$ cat src/design/jse_pkg.sv
// Shared types, character constants and helpers for the JSON string escaper.
`timescale 1ns / 1ps
package jse_pkg;

    localparam int MAX_RUN     = 8;
    localparam int IDX_W       = $clog2(MAX_RUN);
    localparam int ESC_MAX     = 6;
    localparam int QUEUE_DEPTH = 2;

    localparam logic [7:0] CHAR_QUOTE  = 8'h22;
    localparam logic [7:0] CHAR_BSLASH = 8'h5C;
    localparam logic [7:0] CHAR_SLASH  = 8'h2F;
    localparam logic [7:0] CHAR_ZERO   = 8'h30;
    localparam logic [7:0] CHAR_LOW_U  = 8'h75;
    localparam logic [7:0] CHAR_LOW_B  = 8'h62;
    localparam logic [7:0] CHAR_LOW_T  = 8'h74;
    localparam logic [7:0] CHAR_LOW_N  = 8'h6E;
    localparam logic [7:0] CHAR_LOW_F  = 8'h66;
    localparam logic [7:0] CHAR_LOW_R  = 8'h72;
    localparam logic [7:0] CHAR_UP_A   = 8'h41;

    localparam logic [7:0] CODE_BS  = 8'h08;
    localparam logic [7:0] CODE_TAB = 8'h09;
    localparam logic [7:0] CODE_LF  = 8'h0A;
    localparam logic [7:0] CODE_FF  = 8'h0C;
    localparam logic [7:0] CODE_CR  = 8'h0D;
    localparam logic [7:0] CTRL_END = 8'h20;

    typedef struct packed {
        logic [7:0] data_byte;
        logic       first_byte;
        logic       last_byte;
        logic       empty_string;
    } in_item_t;

    typedef struct packed {
        logic [7:0] out_byte;
        logic       run_last;
    } out_item_t;

    // One item's complete output run, queued between front and back.
    typedef struct packed {
        logic [MAX_RUN-1:0][7:0] seq;
        logic [IDX_W-1:0]        last_idx;
    } run_desc_t;

    function automatic logic [7:0] hex_char(input logic [3:0] nib);
        logic [7:0] res;
        if (nib < 4'd10) begin
            res = CHAR_ZERO + {4'd0, nib};
        end else begin
            res = CHAR_UP_A + {4'd0, nib - 4'd10};
        end
        return res;
    endfunction

endpackage

$ cat src/design/jse_classify.sv
// Front end: classifies one input item and builds its output run.
`timescale 1ns / 1ps
module jse_classify (
    input  jse_pkg::in_item_t  item,
    output jse_pkg::run_desc_t desc
);
    import jse_pkg::*;

    logic [ESC_MAX-1:0][7:0] esc;
    logic [2:0]              esc_len;
    logic [7:0]              short_code;
    logic [2:0]              off;

    always_comb begin
        short_code = 8'd0;
        case (item.data_byte)
            CODE_BS:     short_code = CHAR_LOW_B;
            CODE_TAB:    short_code = CHAR_LOW_T;
            CODE_LF:     short_code = CHAR_LOW_N;
            CODE_FF:     short_code = CHAR_LOW_F;
            CODE_CR:     short_code = CHAR_LOW_R;
            CHAR_QUOTE:  short_code = CHAR_QUOTE;
            CHAR_BSLASH: short_code = CHAR_BSLASH;
            CHAR_SLASH:  short_code = CHAR_SLASH;
            default:     short_code = 8'd0;
        endcase

        esc = '0;
        if (short_code != 8'd0) begin
            esc[0]  = CHAR_BSLASH;
            esc[1]  = short_code;
            esc_len = 3'd2;
        end else if (item.data_byte < CTRL_END) begin
            esc[0]  = CHAR_BSLASH;
            esc[1]  = CHAR_LOW_U;
            esc[2]  = CHAR_ZERO;
            esc[3]  = CHAR_ZERO;
            esc[4]  = hex_char(item.data_byte[7:4]);
            esc[5]  = hex_char(item.data_byte[3:0]);
            esc_len = 3'd6;
        end else begin
            esc[0]  = item.data_byte;
            esc_len = 3'd1;
        end
    end

    always_comb begin
        desc = '0;
        off  = {2'd0, item.first_byte};
        if (item.empty_string) begin
            desc.seq[0]   = CHAR_QUOTE;
            desc.seq[1]   = CHAR_QUOTE;
            desc.last_idx = IDX_W'(1);
        end else begin
            if (item.first_byte) begin
                desc.seq[0] = CHAR_QUOTE;
            end
            for (int k = 0; k < ESC_MAX; k++) begin
                if (3'(k) < esc_len) begin
                    desc.seq[IDX_W'(k) + IDX_W'(off)] = esc[k];
                end
            end
            if (item.last_byte) begin
                desc.seq[IDX_W'(off) + IDX_W'(esc_len)] = CHAR_QUOTE;
            end
            // run length is off + esc_len + last; index of final byte is one less
            desc.last_idx = IDX_W'(off) + IDX_W'(esc_len) + IDX_W'(item.last_byte)
                            - IDX_W'(1);
        end
    end

endmodule

$ cat src/design/jse_queue.sv
// Short queue of output runs between the front and back ends.
`timescale 1ns / 1ps
module jse_queue #(
    parameter int DEPTH = jse_pkg::QUEUE_DEPTH
) (
    input  logic               aclk,
    input  logic               aresetn,
    input  logic               wr_valid,
    output logic               wr_ready,
    input  jse_pkg::run_desc_t wr_data,
    output logic               rd_valid,
    input  logic               rd_pop,
    output jse_pkg::run_desc_t rd_data
);
    import jse_pkg::*;

    localparam int PTR_W = (DEPTH > 1) ? $clog2(DEPTH) : 1;
    localparam int CNT_W = $clog2(DEPTH + 1);

    run_desc_t        mem [DEPTH];
    logic [PTR_W-1:0] wr_ptr_reg, wr_ptr_next;
    logic [PTR_W-1:0] rd_ptr_reg, rd_ptr_next;
    logic [CNT_W-1:0] count_reg, count_next;
    logic             push, pop;

    assign wr_ready = (count_reg != CNT_W'(DEPTH));
    assign rd_valid = (count_reg != '0);
    assign rd_data  = mem[rd_ptr_reg];
    assign push     = wr_valid && wr_ready;
    assign pop      = rd_pop && rd_valid;

    always_comb begin
        wr_ptr_next = wr_ptr_reg;
        rd_ptr_next = rd_ptr_reg;
        count_next  = count_reg;
        if (push) begin
            wr_ptr_next = (wr_ptr_reg == PTR_W'(DEPTH - 1)) ? '0 : wr_ptr_reg + 1'b1;
        end
        if (pop) begin
            rd_ptr_next = (rd_ptr_reg == PTR_W'(DEPTH - 1)) ? '0 : rd_ptr_reg + 1'b1;
        end
        if (push && !pop) begin
            count_next = count_reg + 1'b1;
        end else if (pop && !push) begin
            count_next = count_reg - 1'b1;
        end
    end

    always_ff @(posedge aclk) begin
        if (!aresetn) begin
            wr_ptr_reg <= '0;
            rd_ptr_reg <= '0;
            count_reg  <= '0;
        end else begin
            wr_ptr_reg <= wr_ptr_next;
            rd_ptr_reg <= rd_ptr_next;
            count_reg  <= count_next;
        end
    end

    always_ff @(posedge aclk) begin
        if (push) begin
            mem[wr_ptr_reg] <= wr_data;
        end
    end

endmodule

$ cat src/design/jse_serializer.sv
// Back end: walks the head run into the output register one byte per cycle while m_ready does not stall it.
`timescale 1ns / 1ps
module jse_serializer (
    input  logic                aclk,
    input  logic                aresetn,
    input  logic                head_valid,
    input  jse_pkg::run_desc_t  head,
    output logic                head_pop,
    output logic                m_valid,
    input  logic                m_ready,
    output jse_pkg::out_item_t  m_data
);
    import jse_pkg::*;

    logic [IDX_W-1:0] idx_reg, idx_next;
    logic             out_valid_reg, out_valid_next;
    out_item_t        out_data_reg, out_data_next;
    logic             load;
    logic             at_end;

    assign load    = !out_valid_reg || m_ready;
    assign at_end  = (idx_reg == head.last_idx);
    assign m_valid = out_valid_reg;
    assign m_data  = out_data_reg;

    always_comb begin
        idx_next       = idx_reg;
        out_valid_next = out_valid_reg;
        out_data_next  = out_data_reg;
        head_pop       = 1'b0;
        if (load) begin
            out_valid_next = head_valid;
            if (head_valid) begin
                out_data_next.out_byte = head.seq[idx_reg];
                out_data_next.run_last = at_end;
                if (at_end) begin
                    head_pop = 1'b1;
                    idx_next = '0;
                end else begin
                    idx_next = idx_reg + 1'b1;
                end
            end
        end
    end

    always_ff @(posedge aclk) begin
        if (!aresetn) begin
            idx_reg       <= '0;
            out_valid_reg <= 1'b0;
        end else begin
            idx_reg       <= idx_next;
            out_valid_reg <= out_valid_next;
        end
    end

    always_ff @(posedge aclk) begin
        out_data_reg <= out_data_next;
    end

endmodule

$ cat src/design/json_string_escaper.sv
// Top level of the JSON string escaper: front classifier, run queue, serializer.
`timescale 1ns / 1ps
// Usage:
//   s_valid/s_ready/s_data carry one string byte per item with first/last
//   marks, or an empty-string mark. m_valid/m_ready/m_data carry the quoted,
//   escaped text one byte per item; run_last flags the final byte of the run
//   produced by one input item (1 to 8 bytes).
// Path: an accepted item is written into the run queue, and its first output
//   byte is loaded from the queue head into the output register once the runs ahead of it have drained.
// Throughput: the serializer emits one byte per cycle while m_ready is high,
//   so an item that expands to n bytes holds the back end until all n are
//   sent. Plain bytes sustain one item per cycle with m_ready high; escapes
//   and quotes stall the input once the QUEUE_DEPTH-entry run queue fills.
// Reset: aresetn (synchronous, active low) empties the queue and the output
//   register; s_ready is high once reset is released.
// Receiver stall: with m_ready low the output byte holds, the serializer
//   stops, and s_ready drops once the queue is full.
module json_string_escaper #(
    parameter int QUEUE_DEPTH = jse_pkg::QUEUE_DEPTH
) (
    input  logic               aclk,
    input  logic               aresetn,
    input  logic               s_valid,
    output logic               s_ready,
    input  jse_pkg::in_item_t  s_data,
    output logic               m_valid,
    input  logic               m_ready,
    output jse_pkg::out_item_t m_data
);
    import jse_pkg::*;

    run_desc_t front_desc;
    run_desc_t head_desc;
    logic      head_valid;
    logic      head_pop;

    jse_classify u_classify (
        .item (s_data),
        .desc (front_desc)
    );

    jse_queue #(
        .DEPTH (QUEUE_DEPTH)
    ) u_queue (
        .aclk     (aclk),
        .aresetn  (aresetn),
        .wr_valid (s_valid),
        .wr_ready (s_ready),
        .wr_data  (front_desc),
        .rd_valid (head_valid),
        .rd_pop   (head_pop),
        .rd_data  (head_desc)
    );

    jse_serializer u_serializer (
        .aclk       (aclk),
        .aresetn    (aresetn),
        .head_valid (head_valid),
        .head       (head_desc),
        .head_pop   (head_pop),
        .m_valid    (m_valid),
        .m_ready    (m_ready),
        .m_data     (m_data)
    );

endmodule

$ cat config.mk
export PLATFORM = sky130hd
export DESIGN_NAME = json_string_escaper
export DESIGN_NICKNAME = d
export VERILOG_FILES = /design/src/design/jse_pkg.sv /design/src/design/jse_classify.sv /design/src/design/jse_queue.sv /design/src/design/jse_serializer.sv /design/src/design/json_string_escaper.sv
export SDC_FILE = /design/constraint.sdc
export NUM_CORES = 1
export LEC_CHECK = 0
export BUFFER_PORTS_ARGS = -buffer_cell sky130_fd_sc_hd__buf_2
export CORE_ASPECT_RATIO = 0.5
export CORE_MARGIN = 5
export CORE_UTILIZATION = 60
export CTS_CLUSTER_SIZE = 8
export DETAILED_ROUTE_END_ITERATION = 6
export GPL_TIMING_DRIVEN = 0
export MAX_ROUTING_LAYER = met4
export PLACE_DENSITY = 0.77
export SLEW_MARGIN = 20
export SYNTH_ARGS = -nofsm -noshare
export SYNTH_HDL_FRONTEND = slang
export SYNTH_SLANG_ARGS = --single-unit
$ cat constraint.sdc
create_clock -name aclk -period 9.5 [get_ports aclk]
set_clock_uncertainty 0.2 [all_clocks]
set_input_delay 2.85 -clock aclk [delete_from_list [all_inputs] [get_ports aclk]]
set_output_delay 2.85 -clock aclk [all_outputs]
set_load 0.1 [all_outputs]
* Word-level counts from Yosys, hierarchy flattened *
Memories as Yosys holds them, arrays and structs flattened. A register that Yosys moved wholly into a read port is not among the register bits.
Cells that the tools add are included.

word-level totals
  bits in registers = 17
  RAM bits = 134
  input bits = 15
  output and inout port bits = 11
  memories = 1

cells by class
  add/subtract/negate cells = 19
  $lt $le $gt $ge = 24
  equal/unequal tests = 10
  muxes and demuxes = 60
  bitwise operators = 3
  reduce and logical (&&, ||, !) cells = 19

memories
  memory       depth  width  read ports  clocked after Yosys merged registers in  write ports  RTL line         text
  u_queue.mem  2      67     1           1                                        1            jse_queue.sv:20  run_desc_t mem [DEPTH];

operators with widths
  kind                                                                          number
  64-bit two-way mux                                                            13
  64-bit bitwise mux                                                            6
  8-bit demux with 3-bit select                                                 6
  8-bit two-way mux                                                             12
  7-bit one-hot mux with 8 select lines                                         1
  48-bit AND                                                                    1
  48-bit two-way mux                                                            1
  48-bit inverter                                                               1
  8-bit by 4-bit equality test with 1-bit output, second input constant         5
  40-bit two-way mux                                                            1
  32-bit two-way mux                                                            1
  3-bit by 4-bit less-than comparator with 1-bit output, second input constant  7
  8-bit binary-select mux with 3-bit select                                     1
  19-bit two-way mux                                                            1
  3-bit by 1-bit >= comparator with 1-bit output, second input constant         6
  7-bit by 4-bit adder with 8-bit output, first input constant                  2
  8-bit by 6-bit equality test with 1-bit output, second input constant         2
  16-bit two-way mux                                                            1
  16-bit OR                                                                     1
  6-bit by 4-bit adder with 7-bit output, first input constant                  2
  1-bit logical AND                                                             11
  1-bit two-way mux                                                             9
  3-bit two-way mux                                                             3
  8-bit demux with 1-bit select                                                 1
  other kinds (28)                                                              40

* Depth between registers and ports, before layout *
  depth in word-level cells = 26
  gate-level depth with buffers = 15
  depth with buffers taken out = 14

* Cells and area by module *
A second synthesis with hierarchy kept.

second synthesis, totals
  cell total of the unflattened synthesis = 493
  area total of the unflattened synthesis = 7516.0 um2

modules (own cells, without submodules)
  module          times used  cells an instance  area an instance (um2)  sequential area each (um2)
  jse_queue       1           232                5077.4                  4124.0
  jse_classify    1           199                1405.1                  0.0
  jse_serializer  1           62                 1033.5                  350.3

* Worst setup path after synthesis *
OpenSTA, ideal clock, no wires.

  kind = input to register
  start point = in s_data[7] in the netlist's numbering
  end point = mem u_queue.mem[0][4] in the netlist's numbering (data pin)
  library setup time = 0.285 ns
  arrival time = 5.855 ns
  setup slack = 3.160 ns
  stages = 14
  cell sequence = inv_1 -> ha_1 -> nor4bb_1 -> o21ai_0 -> and3_1 -> and2_1 -> nand2_1 -> inv_1 -> ha_1 -> ha_1 -> or3_1 -> buf_6 -> a311oi_4 -> o21ai_0

RTL lines
  what                RTL line                   text
  start: declaration  json_string_escaper.sv:25  input jse_pkg::in_item_t s_data,
  end: declaration    jse_queue.sv:20

==> out/results.txt <==
GRT Total Usage -> 0.258
Worst path cell trace -> buf_2 -> inv_1 -> ha_1 -> nor4bb_1 -> o21ai_0 -> and3_1 -> and2_1 -> nand2_1 -> inv_1 -> ha_1 -> ha_1 -> or3_1 -> buf_6 -> a311oi_4 -> o21ai_0
IR Drop Worst-Case VDD -> 140 µV
Post-synthesis sequential area ratio -> 0.613
Final setup viols -> 0
Number of fill cells -> 613
Status -> finished clean
Tmin final -> 7.07 ns
Leakage -> 2.43 nW
Grt ovf -> 0
DIE AREA -> 11,700 µm²
Wirelength, routed -> 13,500 µm
Largest family of logic cells by synthesized area -> multiplexers
Antenna diodes -> 0
Clock root buffer -> clkbuf_16
Ports -> 26
Cell area after synthesis -> 5740 µm²
Post-Synth Adder-Cell Area -> 0.0384
R2R cell count -> 8
Syn_area_per_cell -> 14.1 µm²
Via count -> 3,778
Clk_lat worst skew -> 0.42 ns
Antenna viol nets, final -> 0
Placed instance area -> 6090 µm²
Final std cell area, no fill -> 6690 µm²
Synthesis-to-finish area growth -> 16.6%
Largest register FFs -> 102
Starting Density -> 0.611
Die Y -> 79.1 µm
RSZ-0062 raised after global routing -> false
Vias per cell -> 6.39
NumNets Final -> 489
H-Tree Depth -> 4
Final Util -> 0.713
Reg-to-reg endpoint -> u_queue.count_reg[1]$_SDFFE_PN0P_
Setup TNS -> 0 ns
Min-delay src -> u_queue.count_reg[1]$_SDFFE_PN0P_
PortBufs -> 24
DP Worst Slack -> 2.12 ns
Min Hold Slack -> 0.352 ns
1st-pass router iterations -> 5
Period utilization -> 0.744
Max Cap Violations -> 0
Residual DRC -> 0
Initial antenna violation count -> 0
Dpl hpwl -> 9270 µm
Hold_buf cts -> 0
Compound-gate portion of the synthesized area -> 0.0860
Mapped Cells -> 407
Slew margin rel. -> 0.349
Vias in the first global route -> 3,653
Max Fanout on Critical Path -> 9
YS warnings -> 0
Share of cells above drive strength 1 -> 0.213
Max Slew Vio Count -> 0
First-pass GRT wire length -> 21,200 µm
DIE WIDTH -> 148 µm
# resized after CTS -> 0
Crit path max-delay cell type -> a311oi_4
Crit path DAT -> 6.94 ns
Asr flop ratio synth -> 0
CORE AREA -> 9380 µm²
Type of destination of the critical path -> flop
Post-DR wirelength/cell -> 22.9 µm
Hold Fails Final Rpt -> 0
Post-CTS setup buffers -> 0
Worst hold endpoint -> u_queue.count_reg[1]$_SDFFE_PN0P_
Fmax -> 141 MHz
Unique cell type count in the Yosys netlist -> 60
Worst-case clock buffer depth -> 2
Routability congestion estimate -> 1.00
Worst min path class -> reg2reg
Worst reg-to-reg setup slack -> 6.50 ns
Hold path depth -> 2
CP startpoint kind -> input pin
Data required, critical path -> 9.37 ns
Power consumption -> 1.94 mW
Mux contribution to synthesized area -> 0.111
XOR/XNOR Fraction of Synth Area -> 0.0137
Num rows -> 25
Placed cells -> 559
Most used cell, CP -> ha_1
TritonCTS clock tree -> yes
Setup ws final -> 2.43 ns
Clock-pin slew on the worst setup and hold paths -> 0.06 ns
Slew of the pin with the lowest slew margin -> 0.976 ns
Main synth FF type -> edfxtp_1
Number of enable flip-flop cells after synthesis -> 111
Drt first-iter violations -> 486
Critical path class -> in2reg
Largest net degree at the start of global routing -> 52
Synth Register Bits -> 120
Total CTS buffers -> 17
Post-Synth Simple-Gate Area -> 0.106
Final std cells w/o fill -> 591
Clock sink total -> 120
PwrDens -> 290 nW/µm²
Critical Path Max Stage Delay -> 0.47 ns
## area by class of cell
cell class                 instances  area (µm²)  area share
multi-input combinational        252        2070       0.310
sequential                       120        3510       0.525
inverter                          21        78.8      0.0118
buffer                            19         103      0.0153
timing repair buffer              26         168      0.0251
clock inverter                    15         178      0.0266
clock buffer                      17         425      0.0636
tap                              121         151      0.0226
## how the worst max path moves through the flow
stage                                              to  depth (start not counted)       from  slack [ns]
after global placement    u_queue.mem[0][4]$_DFFE_PP_                         15  s_data[7]        2.15
after floorplan           u_queue.mem[0][4]$_DFFE_PP_                         14  s_data[7]        3.16
after detailed placement  u_queue.mem[0][4]$_DFFE_PP_                         15  s_data[7]        2.12
after CTS                 u_queue.mem[1][4]$_DFFE_PP_                         15  s_data[7]        2.55
final                     u_queue.mem[1][4]$_DFFE_PP_                         15  s_data[7]        2.43
after global routing      u_queue.mem[0][4]$_DFFE_PP_                         15  s_data[7]        2.18
## critical path: cells and delay by family
kind            cells  cell delay (ns)
simple gates        5             1.53
compound gates      3             1.06
fa+ha+maj           3             0.79
buf+inv             4             0.69
## where the power goes
part           internal (mW)  leakage [nW]  switching (mW)  total [mW]
combinational          0.158          1.01           0.388       0.546
clock                  0.412         0.285           0.233       0.645
sequential             0.707          1.13          0.0378       0.745
total                   1.28          2.43           0.659        1.94
## layer usage
layer | GRT usage | vias to the layer above | wire (µm)
met3 | 0.0775 | 23 | 1450
met1 | 0.367 | 1864 | 5820
met5 | - | - | 0
met2 | 0.368 | 217 | 6030
li1 | - | 1674 | -
met4 | 0.0664 | 0 | 207
## cells in the mapped netlist, types with 9 or more instances
master,instances,share of area
a21oi_1,12,0.010
and2_1,10,0.011
clkbuf_1,11,0.0072
dfxtp_1,9,0.031
edfxtp_1,111,0.58
ha_1,16,0.035
inv_1,21,0.014
mux2i_1,14,0.024
mux4_2,22,0.086
nand2_1,26,0.017
nor2_1,24,0.016
nor3_1,12,0.010
o21ai_0,14,0.012
## cells by family (layout without fill, tap and decap cells)
logic type,count (synthesis),count (layout)
and+or+nand+nor,117,117
adders and majority gates,17,17
muxes,36,36
DFF,120,120
buffers and inverters,40,98
other,1,6
xor gates and xnor gates,9,9
AOI/OAI and AO/OA,67,67
## placed cells by master (no fill, tap or decap), types with 5 or more instances in the layout
cell type	instances
edfxtp_1	111
nand2_1	26
buf_2	25
nor2_1	23
mux4_2	22
inv_1	21
clkbuf_16	17
ha_1	16
o21ai_0	14
mux2i_1	14
nor3_1	12
a21oi_1	12
clkbuf_1	11
and2_1	10
dfxtp_1	9
nand3_1	8
xnor2_1	7
nor2b_1	6
conb_1	6
or2_2	5
Note: power is estimated with default switching activity, not from simulation.
